$ cat src/design/assert_macros.svh
// assertion macros used by the timer design file
// clocked on i_clk; MCT_ASSERT is disabled while i_rst_n is low
`ifndef ASSERT_MACROS_SVH
`define ASSERT_MACROS_SVH

// property checked at every rising edge outside reset
`define MCT_ASSERT(label, prop, msg) \
    label: assert property (@(posedge i_clk) disable iff (!i_rst_n) prop) else $error(msg);

// property checked at every rising edge, reset included
`define MCT_ASSERT_ALWAYS(label, prop, msg) \
    label: assert property (@(posedge i_clk) prop) else $error(msg);

`endif

$ cat src/design/mct_pkg.sv
// types, codes and constants of the countdown timer bank
// no dependencies
package mct_pkg;

    localparam int SLOT_W        = 3;
    localparam int COUNT_W       = 15;
    localparam int LOAD_W        = 15;
    localparam int MAX_REPORTS   = 8;
    localparam int REP_CNT_W     = 4;
    localparam int NUM_SLOTS_DEF = 8;
    localparam int IDX_WIDE_W    = 7;

    localparam logic [COUNT_W-1:0] COUNT_MAX = '1;

    typedef enum logic [1:0] {
        KIND_TICK     = 2'd0,
        KIND_SET      = 2'd1,
        KIND_SET_IDLE = 2'd2,
        KIND_STOP     = 2'd3
    } t_kind;

    typedef enum logic [4:0] {
        S_IDLE  = 5'b00001,
        S_CHECK = 5'b00010,
        S_RD    = 5'b00100,
        S_UPD   = 5'b01000,
        S_EMIT  = 5'b10000
    } t_state;

    // load plus one, saturating at the largest count
    function automatic logic [COUNT_W-1:0] sat_load(input logic [LOAD_W-1:0] load);
        logic [COUNT_W-1:0] v;
        v = (load == COUNT_MAX) ? COUNT_MAX : load + COUNT_W'(1);
        return v;
    endfunction

endpackage

$ cat src/design/mct_ifs.sv
// valid/ready channel interfaces for commands and expiry reports
// depends on mct_pkg
interface mct_cmd_if import mct_pkg::*; ();
    logic              valid;
    logic              ready;
    logic [1:0]        kind;
    logic [SLOT_W-1:0] slot_index;
    logic [LOAD_W-1:0] load_value;
    logic              notify;

    modport source (output valid, kind, slot_index, load_value, notify, input ready);
    modport sink (input valid, kind, slot_index, load_value, notify, output ready);
endinterface

interface mct_rep_if import mct_pkg::*; ();
    logic              valid;
    logic              ready;
    logic [SLOT_W-1:0] expired_slot;
    logic              last;

    modport source (output valid, expired_slot, last, input ready);
    modport sink (input valid, expired_slot, last, output ready);
endinterface

$ cat src/design/mct_ram.sv
// generic single write, single read ram with registered read data
// no dependencies
module mct_ram #(
    parameter int WIDTH = 16,
    parameter int DEPTH = 8,
    localparam int AW = (DEPTH > 1) ? $clog2(DEPTH) : 1
) (
    input  logic             i_clk,
    input  logic             i_we,
    input  logic [AW-1:0]    i_waddr,
    input  logic [WIDTH-1:0] i_wdata,
    input  logic [AW-1:0]    i_raddr,
    output logic [WIDTH-1:0] o_rdata
);

    logic [WIDTH-1:0] r_mem [DEPTH];

    always_ff @(posedge i_clk) begin
        if (i_we) begin
            r_mem[i_waddr] <= i_wdata;
        end
        o_rdata <= r_mem[i_raddr];
    end

endmodule

$ cat src/design/multi_slot_countdown_timer.sv
// channel | dir | payload                                   | transaction when
// i_cmd   | in  | kind, slot_index, load_value, notify      | valid && ready
// o_rep   | out | expired_slot, last                        | valid && ready
//
// set, stop and ignored ticks finish in S_IDLE; set-if-idle adds S_CHECK (ram read)
// an enabled tick steps through S_RD and S_UPD for each slot in turn through
// the one count ram port, then S_EMIT sends each reported expiry in order
// i_cmd.ready is high only while idle; reports wait while o_rep.ready is low
// synchronous active-low reset clears the per-slot valid bits at once
// depends on mct_pkg, mct_ifs, mct_ram, assert_macros.svh
`include "assert_macros.svh"

module multi_slot_countdown_timer import mct_pkg::*; #(
    parameter int NUM_SLOTS = NUM_SLOTS_DEF
) (
    input  logic        i_clk,
    input  logic        i_rst_n,
    mct_cmd_if.sink     i_cmd,
    mct_rep_if.source   o_rep
);

    localparam int AW     = (NUM_SLOTS > 1) ? $clog2(NUM_SLOTS) : 1;
    localparam int WORD_W = COUNT_W + 1;

    t_state                r_state, n_state;
    logic                  r_tick_en, n_tick_en;
    logic [NUM_SLOTS-1:0]  r_vld, n_vld;
    logic [AW-1:0]         r_idx, n_idx;
    logic [AW-1:0]         r_addr, n_addr;
    logic [LOAD_W-1:0]     r_load, n_load;
    logic                  r_notify, n_notify;
    logic                  r_any, n_any;
    logic [REP_CNT_W-1:0]  r_nrep, n_nrep;
    logic [SLOT_W-1:0]     r_eidx, n_eidx;
    logic [SLOT_W-1:0]     r_rep [MAX_REPORTS];
    logic [SLOT_W-1:0]     n_rep [MAX_REPORTS];
    logic                  r_rd_vld;

    logic                  we;
    logic [AW-1:0]         waddr;
    logic [WORD_W-1:0]     wdata;
    logic [AW-1:0]         raddr;
    logic [WORD_W-1:0]     rdata;

    logic [IDX_WIDE_W-1:0] cmd_wide;
    logic [IDX_WIDE_W-1:0] scan_wide;
    logic [AW-1:0]         cmd_addr;
    logic                  in_range;
    logic [COUNT_W-1:0]    cur_count;
    logic                  cur_notify;
    logic                  cmd_acc;
    logic                  rep_acc;
    logic                  rep_last;

    mct_ram #(
        .WIDTH (WORD_W),
        .DEPTH (NUM_SLOTS)
    ) u_count_ram (
        .i_clk   (i_clk),
        .i_we    (we),
        .i_waddr (waddr),
        .i_wdata (wdata),
        .i_raddr (raddr),
        .o_rdata (rdata)
    );

    assign cmd_wide   = IDX_WIDE_W'(i_cmd.slot_index);
    assign scan_wide  = IDX_WIDE_W'(r_idx);
    assign cmd_addr   = cmd_wide[AW-1:0];
    assign in_range   = cmd_wide < IDX_WIDE_W'(NUM_SLOTS);
    assign cur_count  = r_rd_vld ? rdata[COUNT_W-1:0] : '0;
    assign cur_notify = r_rd_vld & rdata[COUNT_W];

    assign i_cmd.ready        = (r_state == S_IDLE);
    assign o_rep.valid        = (r_state == S_EMIT);
    assign o_rep.expired_slot = r_rep[r_eidx];
    assign rep_last           = (REP_CNT_W'(r_eidx) + REP_CNT_W'(1)) == r_nrep;
    assign o_rep.last         = rep_last;
    assign cmd_acc            = i_cmd.valid & i_cmd.ready;
    assign rep_acc            = o_rep.valid & o_rep.ready;

    always_comb begin
        n_state   = r_state;
        n_tick_en = r_tick_en;
        n_vld     = r_vld;
        n_idx     = r_idx;
        n_addr    = r_addr;
        n_load    = r_load;
        n_notify  = r_notify;
        n_any     = r_any;
        n_nrep    = r_nrep;
        n_eidx    = r_eidx;
        n_rep     = r_rep;
        we        = 1'b0;
        waddr     = r_addr;
        wdata     = {r_notify, sat_load(r_load)};
        raddr     = r_idx;

        unique case (r_state)
            S_IDLE: begin
                raddr = cmd_addr;
                if (cmd_acc) begin
                    case (t_kind'(i_cmd.kind))
                        KIND_TICK: begin
                            if (r_tick_en) begin
                                n_idx   = '0;
                                n_any   = 1'b0;
                                n_nrep  = '0;
                                n_state = S_RD;
                            end
                        end
                        KIND_SET: begin
                            if (in_range) begin
                                we              = 1'b1;
                                waddr           = cmd_addr;
                                wdata           = {i_cmd.notify, sat_load(i_cmd.load_value)};
                                n_vld[cmd_addr] = 1'b1;
                                n_tick_en       = 1'b1;
                            end
                        end
                        KIND_SET_IDLE: begin
                            if (in_range) begin
                                n_addr   = cmd_addr;
                                n_load   = i_cmd.load_value;
                                n_notify = i_cmd.notify;
                                n_state  = S_CHECK;
                            end
                        end
                        KIND_STOP: begin
                            if (in_range) begin
                                n_vld[cmd_addr] = 1'b0;
                            end
                        end
                        default: ;
                    endcase
                end
            end
            S_CHECK: begin
                if (cur_count == '0) begin
                    we            = 1'b1;
                    n_vld[r_addr] = 1'b1;
                    n_tick_en     = 1'b1;
                end
                n_state = S_IDLE;
            end
            S_RD: begin
                n_state = S_UPD;
            end
            S_UPD: begin
                if (cur_count > COUNT_W'(1)) begin
                    we    = 1'b1;
                    waddr = r_idx;
                    wdata = {cur_notify, cur_count - COUNT_W'(1)};
                    n_any = 1'b1;
                end else if (cur_count == COUNT_W'(1)) begin
                    n_vld[r_idx] = 1'b0;
                    if (cur_notify && r_nrep < REP_CNT_W'(MAX_REPORTS)) begin
                        n_rep[r_nrep[SLOT_W-1:0]] = scan_wide[SLOT_W-1:0];
                        n_nrep                    = r_nrep + REP_CNT_W'(1);
                    end
                end
                if (r_idx == AW'(NUM_SLOTS - 1)) begin
                    n_tick_en = n_any;
                    n_eidx    = '0;
                    n_state   = (n_nrep != '0) ? S_EMIT : S_IDLE;
                end else begin
                    n_idx   = r_idx + AW'(1);
                    n_state = S_RD;
                end
            end
            S_EMIT: begin
                if (rep_acc) begin
                    if (rep_last) begin
                        n_state = S_IDLE;
                    end else begin
                        n_eidx = r_eidx + SLOT_W'(1);
                    end
                end
            end
            default: begin
                n_state = S_IDLE;
            end
        endcase
    end

    always_ff @(posedge i_clk) begin
        if (!i_rst_n) begin
            r_state   <= S_IDLE;
            r_tick_en <= 1'b0;
            r_vld     <= '0;
            r_nrep    <= '0;
            r_eidx    <= '0;
            r_rd_vld  <= 1'b0;
        end else begin
            r_state   <= n_state;
            r_tick_en <= n_tick_en;
            r_vld     <= n_vld;
            r_nrep    <= n_nrep;
            r_eidx    <= n_eidx;
            r_rd_vld  <= r_vld[raddr];
        end
        r_idx    <= n_idx;
        r_addr   <= n_addr;
        r_load   <= n_load;
        r_notify <= n_notify;
        r_any    <= n_any;
        r_rep    <= n_rep;
    end

    `MCT_ASSERT(a_rep_count, o_rep.valid |-> (r_nrep != '0 && r_nrep <= REP_CNT_W'(MAX_REPORTS)), "report sent with bad report count")
    `MCT_ASSERT(a_last_ends, (o_rep.valid && o_rep.ready && o_rep.last) |=> (r_state == S_IDLE), "last report did not end the tick")
    `MCT_ASSERT(a_tick_off, $fell(r_tick_en) |-> ($past(r_state == S_UPD) || $past(!i_rst_n)), "ticking disabled outside a scan")
    `MCT_ASSERT(a_busy_scan, (r_state == S_RD || r_state == S_UPD) |-> (r_tick_en && !i_cmd.ready), "scan without ticking enabled")

endmodule
$ cat src/flat_wrapper.sv
// flat-port wrapper written by rule: the top's interface ports become plain ports
module multi_slot_countdown_timer_flat import mct_pkg::*;
#(
    parameter int NUM_SLOTS = NUM_SLOTS_DEF
)
  (i_clk, i_rst_n, i_cmd_valid, i_cmd_kind, i_cmd_slot_index, i_cmd_load_value, i_cmd_notify, i_cmd_ready, o_rep_valid, o_rep_expired_slot, o_rep_last, o_rep_ready);
  mct_cmd_if i_cmd_i ();
  mct_rep_if o_rep_i ();
  input  logic i_clk;
  input  logic i_rst_n;
  input wire logic [$bits(i_cmd_i.valid)-1:0] i_cmd_valid;
  input wire logic [$bits(i_cmd_i.kind)-1:0] i_cmd_kind;
  input wire logic [$bits(i_cmd_i.slot_index)-1:0] i_cmd_slot_index;
  input wire logic [$bits(i_cmd_i.load_value)-1:0] i_cmd_load_value;
  input wire logic [$bits(i_cmd_i.notify)-1:0] i_cmd_notify;
  output wire logic [$bits(i_cmd_i.ready)-1:0] i_cmd_ready;
  output wire logic [$bits(o_rep_i.valid)-1:0] o_rep_valid;
  output wire logic [$bits(o_rep_i.expired_slot)-1:0] o_rep_expired_slot;
  output wire logic [$bits(o_rep_i.last)-1:0] o_rep_last;
  input wire logic [$bits(o_rep_i.ready)-1:0] o_rep_ready;
  assign i_cmd_i.valid = i_cmd_valid;
  assign i_cmd_i.kind = i_cmd_kind;
  assign i_cmd_i.slot_index = i_cmd_slot_index;
  assign i_cmd_i.load_value = i_cmd_load_value;
  assign i_cmd_i.notify = i_cmd_notify;
  assign i_cmd_ready = i_cmd_i.ready;
  assign o_rep_valid = o_rep_i.valid;
  assign o_rep_expired_slot = o_rep_i.expired_slot;
  assign o_rep_last = o_rep_i.last;
  assign o_rep_i.ready = o_rep_ready;
  multi_slot_countdown_timer #(.NUM_SLOTS(NUM_SLOTS)) u_core (.i_clk(i_clk), .i_rst_n(i_rst_n), .i_cmd(i_cmd_i), .o_rep(o_rep_i));
endmodule
$ cat config.mk
export PLATFORM = sky130hd
export DESIGN_NAME = multi_slot_countdown_timer_flat
export DESIGN_NICKNAME = d
export VERILOG_FILES = /design/src/design/mct_pkg.sv /design/src/design/mct_ifs.sv /design/src/design/mct_ram.sv /design/src/design/multi_slot_countdown_timer.sv /design/src/flat_wrapper.sv
export VERILOG_INCLUDE_DIRS = /design/src /design/src/design
export SDC_FILE = /design/constraint.sdc
export NUM_CORES = 1
export LEC_CHECK = 0
export BUFFER_PORTS_ARGS = -buffer_cell sky130_fd_sc_hd__buf_2
export CORE_MARGIN = 2
export CORE_UTILIZATION = 55
export CTS_BUF_LIST = sky130_fd_sc_hd__clkbuf_2
export CTS_CLUSTER_DIAMETER = 100
export DETAILED_ROUTE_END_ITERATION = 7
export GPL_TIMING_DRIVEN = 0
export PLACE_DENSITY = 0.72
export SLEW_MARGIN = 20
export SYNTH_ARGS = -nofsm -noshare
export SYNTH_HDL_FRONTEND = slang
export SYNTH_SLANG_ARGS = --single-unit
$ cat constraint.sdc
create_clock -name i_clk -period 4.9 [get_ports i_clk]
set_input_delay 0.245 -clock i_clk [delete_from_list [all_inputs] [get_ports i_clk]]
set_output_delay 0.245 -clock i_clk [all_outputs]
set_load 0.05 [all_outputs]
==> impl_metrics.env <==
export IMPL_timing_fmax_ghz=0.227
export IMPL_slowest_delay_ns=0.58
export IMPL_crit_fanout=10
export IMPL_ys_async_sr_fraction=0
export IMPL_hold_violations=0
export IMPL_syn_to_final_growth_pct=13.6
export IMPL_rsz0062_at_grt="false"
export IMPL_tns_ns=0
export IMPL_outcome="completed"
export IMPL_clock_sinks=213
export IMPL_nets=936
export IMPL_rows=50
export IMPL_p_leak_nw=3.93
export IMPL_worstSetupPathType="register to register"
export IMPL_max_slew_margin=0.270
export IMPL_drive_above_1_share=0.255
export IMPL_ys_ff_latch=213
export IMPL_fin_skew_ns=0.0943
export IMPL_fin_crit_sh=0.898
export IMPL_port_buffers=29
export IMPL_cts_root_buffer="clkbuf_2"
export IMPL_cp_cell_sequence="buf_2 > clkbuf_1 > clkbuf_1 > nand2_1 > ha_1 > nand2b_1 > buf_2 > a21oi_1 > nor3_2 > nor4_2 > buf_2 > buf_2 > buf_2"
export IMPL_slew_violations=0
export IMPL_routed_wirelength_um=26300
export IMPL_synth_warnings=0
export IMPL_grt_usage=0.269
export IMPL_drt_vias_per_instance=6.39
export IMPL_fillers=1452
export IMPL_layout_common_cells="175 x edfxtp_1, 78 x clkbuf_2, 53 x buf_2"
export IMPL_maxCapViolCount=0
export IMPL_wl_per_cell_um=22.3
export IMPL_cts_htree_levels=2
export IMPL_p_per_area_nw_per_um2=335
export IMPL_antenna_found_initial=1
export IMPL_antenna_left=0
export IMPL_clockBufferDepth=3
export IMPL_cts_tree="done"
export IMPL_hpwl_um=18800
export IMPL_worstSkewPairLatency_ns=0.85
export IMPL_synth_edff_count=175
export IMPL_ff2ff_setup_slack_ns=0.50
export IMPL_ir_drop_mv=0.234
export IMPL_end_kind="register"
export IMPL_grt_max_degree=18
export IMPL_syn_area_um2=10400
export IMPL_critPathSlowestCell="a21oi_1"
export IMPL_die_area_um2=20000
export IMPL_utilization=0.634
export IMPL_holdCritPathClass="primary input to register"
export IMPL_setup_viol=0
export IMPL_drc_errors=0
export IMPL_gp_congestion=0.960
export IMPL_seqCellArea_um2=6020
export IMPL_cp_arrival_ns=4.91
export IMPL_clk_pin_slew_ns=0.11
export IMPL_tightestPinTransition_ns=1.08
export IMPL_ys_types=79
export IMPL_critPathMostFrequentCell="buf_2"
export IMPL_post_cts_resized=0
export IMPL_synth_main_ff_cell="edfxtp_1"
export IMPL_vias=7544
export IMPL_multiInputGateArea_um2=4180
export IMPL_startpoint_type="register"
export IMPL_first_iter_violations=572
export IMPL_ys_seq_area_frac=0.580
export IMPL_layout_commonest_cell="edfxtp_1"
export IMPL_die_x_um=141
export IMPL_initial_core_util=0.558
export IMPL_grt_pass1_wl_um=41100
export IMPL_grt_pass1_vias=7417
export IMPL_die_y_um=141
export IMPL_ios=31
export IMPL_synth_avg_cell_area_um2=13.3
export IMPL_first_pass_iters=7
export IMPL_coreArea_um2=18600
export IMPL_synth_cells=777
export IMPL_required_ns=5.41
export IMPL_cts_buffers=52
export IMPL_overflow=0
export IMPL_syn_nets=811
export IMPL_layout_min_cycle_time_ns=4.40
==> cell type report <==
class | count | area share
inverter | 14 | 0.00446
sequential | 213 | 0.511
timing repair buffer | 71 | 0.0434
multi-input combinational | 501 | 0.354
antenna | 1 | 0.000212
buffer | 49 | 0.0186
tap | 234 | 0.0249
clock inverter | 21 | 0.0105
clock buffer | 77 | 0.0327
==> flip-flops by register name (all words and copies together) (netlist names), 3 cells and up, named ones only <==
| signal | flops |
|---|---|
| u_core.r_addr | 3 |
| u_core.r_eidx | 3 |
| u_core.r_idx | 3 |
| u_core.r_load | 15 |
| u_core.r_nrep | 4 |
| u_core.r_rep | 24 |
| u_core.r_state | 5 |
| u_core.u_count_ram.o_rdata | 16 |
| u_core.u_count_ram.r_mem | 128 |
==> worst max-delay path, delay by kind of cell (launching register included) <==
kind            cells  cell delay, ns
buf+inv             7            1.92
simple gates        4            0.99
compound gates      1            0.58
flops               1            0.32
fa+ha+maj           1            0.30
==> report_power, final <==
part | internal [mW] | switching [mW]
clock network | 0.487 | 0.722
logic | 0.243 | 0.361
registers | 2.06 | 0.0744
==> synth_stat cells (8+ instances only) <==
cell	n	area, µm²
edfxtp_1	175	5260
nand2_1	41	154
dfxtp_1	38	761
mux4_2	38	856
nor2_1	33	124
clkbuf_1	29	109
nand3_1	28	140
mux2_2	25	282
a21oi_1	24	120
o21ai_0	23	115
nand4_1	17	106
nor3_1	17	85.1
xnor2_1	17	149
nand2b_1	16	100
a211oi_1	13	97.6
inv_1	13	48.8
o311ai_0	13	114
o31ai_1	13	97.6
buf_2	12	60.1
nor4_1	12	75.1
o211ai_1	10	75.1
xor2_1	10	87.6
ha_1	9	113
o221ai_1	8	70.1
==> path summary, 6_finish.rpt <==
| path | start | end | depth (start not counted) |
|---|---|---|---|
| max | u_core.r_rd_vld$_SDFF_PN0_ | u_core.u_count_ram.r_mem[2][5]$_DFFE_PP_ | 13 |
| max reg2reg | u_core.r_rd_vld$_SDFF_PN0_ | u_core.u_count_ram.r_mem[2][5]$_DFFE_PP_ | 13 |
| min | i_cmd_valid | u_core.r_load[10]$_DFFE_PP_ | 4 |
| min reg2reg | register | register | 2 |
==> routing by layer <==
layer / track usage / vias to the layer above / wire [µm]
li1: - / 3431 / -
met1: 0.367 / 3726 / 11300
met2: 0.442 / 319 / 12800
met3: 0.0476 / 68 / 1460
met4: 0.0889 / 0 / 775
met5: 0 / - / 0
==> kinds of logic after synthesis <==
family                     count (synthesis)  share of synthesized area
adders and majority gates                  9                     0.0109
AOI/OAI and AO/OA                        173                      0.124
xor gates and xnor gates                  27                     0.0228
DFF                                      213                      0.580
muxes                                     69                      0.115
buffers and inverters                     63                     0.0262
and+or+nand+nor                          223                      0.121
==> stage by stage <==
step	cell area (µm²)	std cells	hold slack [ns]	setup WS (ns)	power, mW
final	11800	1181	0.0779	0.501	3.94
after global routing	11800	1181	0.0239	0.211	4.11
after CTS	11800	1180	0.0242	0.611	3.96
after detailed placement	11000	1057	0.452	0.661	2.75
after global placement	10800	1040	0.449	-1.38	2.72
after floorplan	10400	777	0.324	0.644	2.55
==> what timing repair did <==
item / 4_1_cts / 5_1_grt
hold endpoints to repair: 32 / 0
setup buffers: 0 / 0
endpoints found under the setup margin: 0 / 0
hold buffers: 25 / 0
No activity file was read; power rests on OpenSTA's default activity.
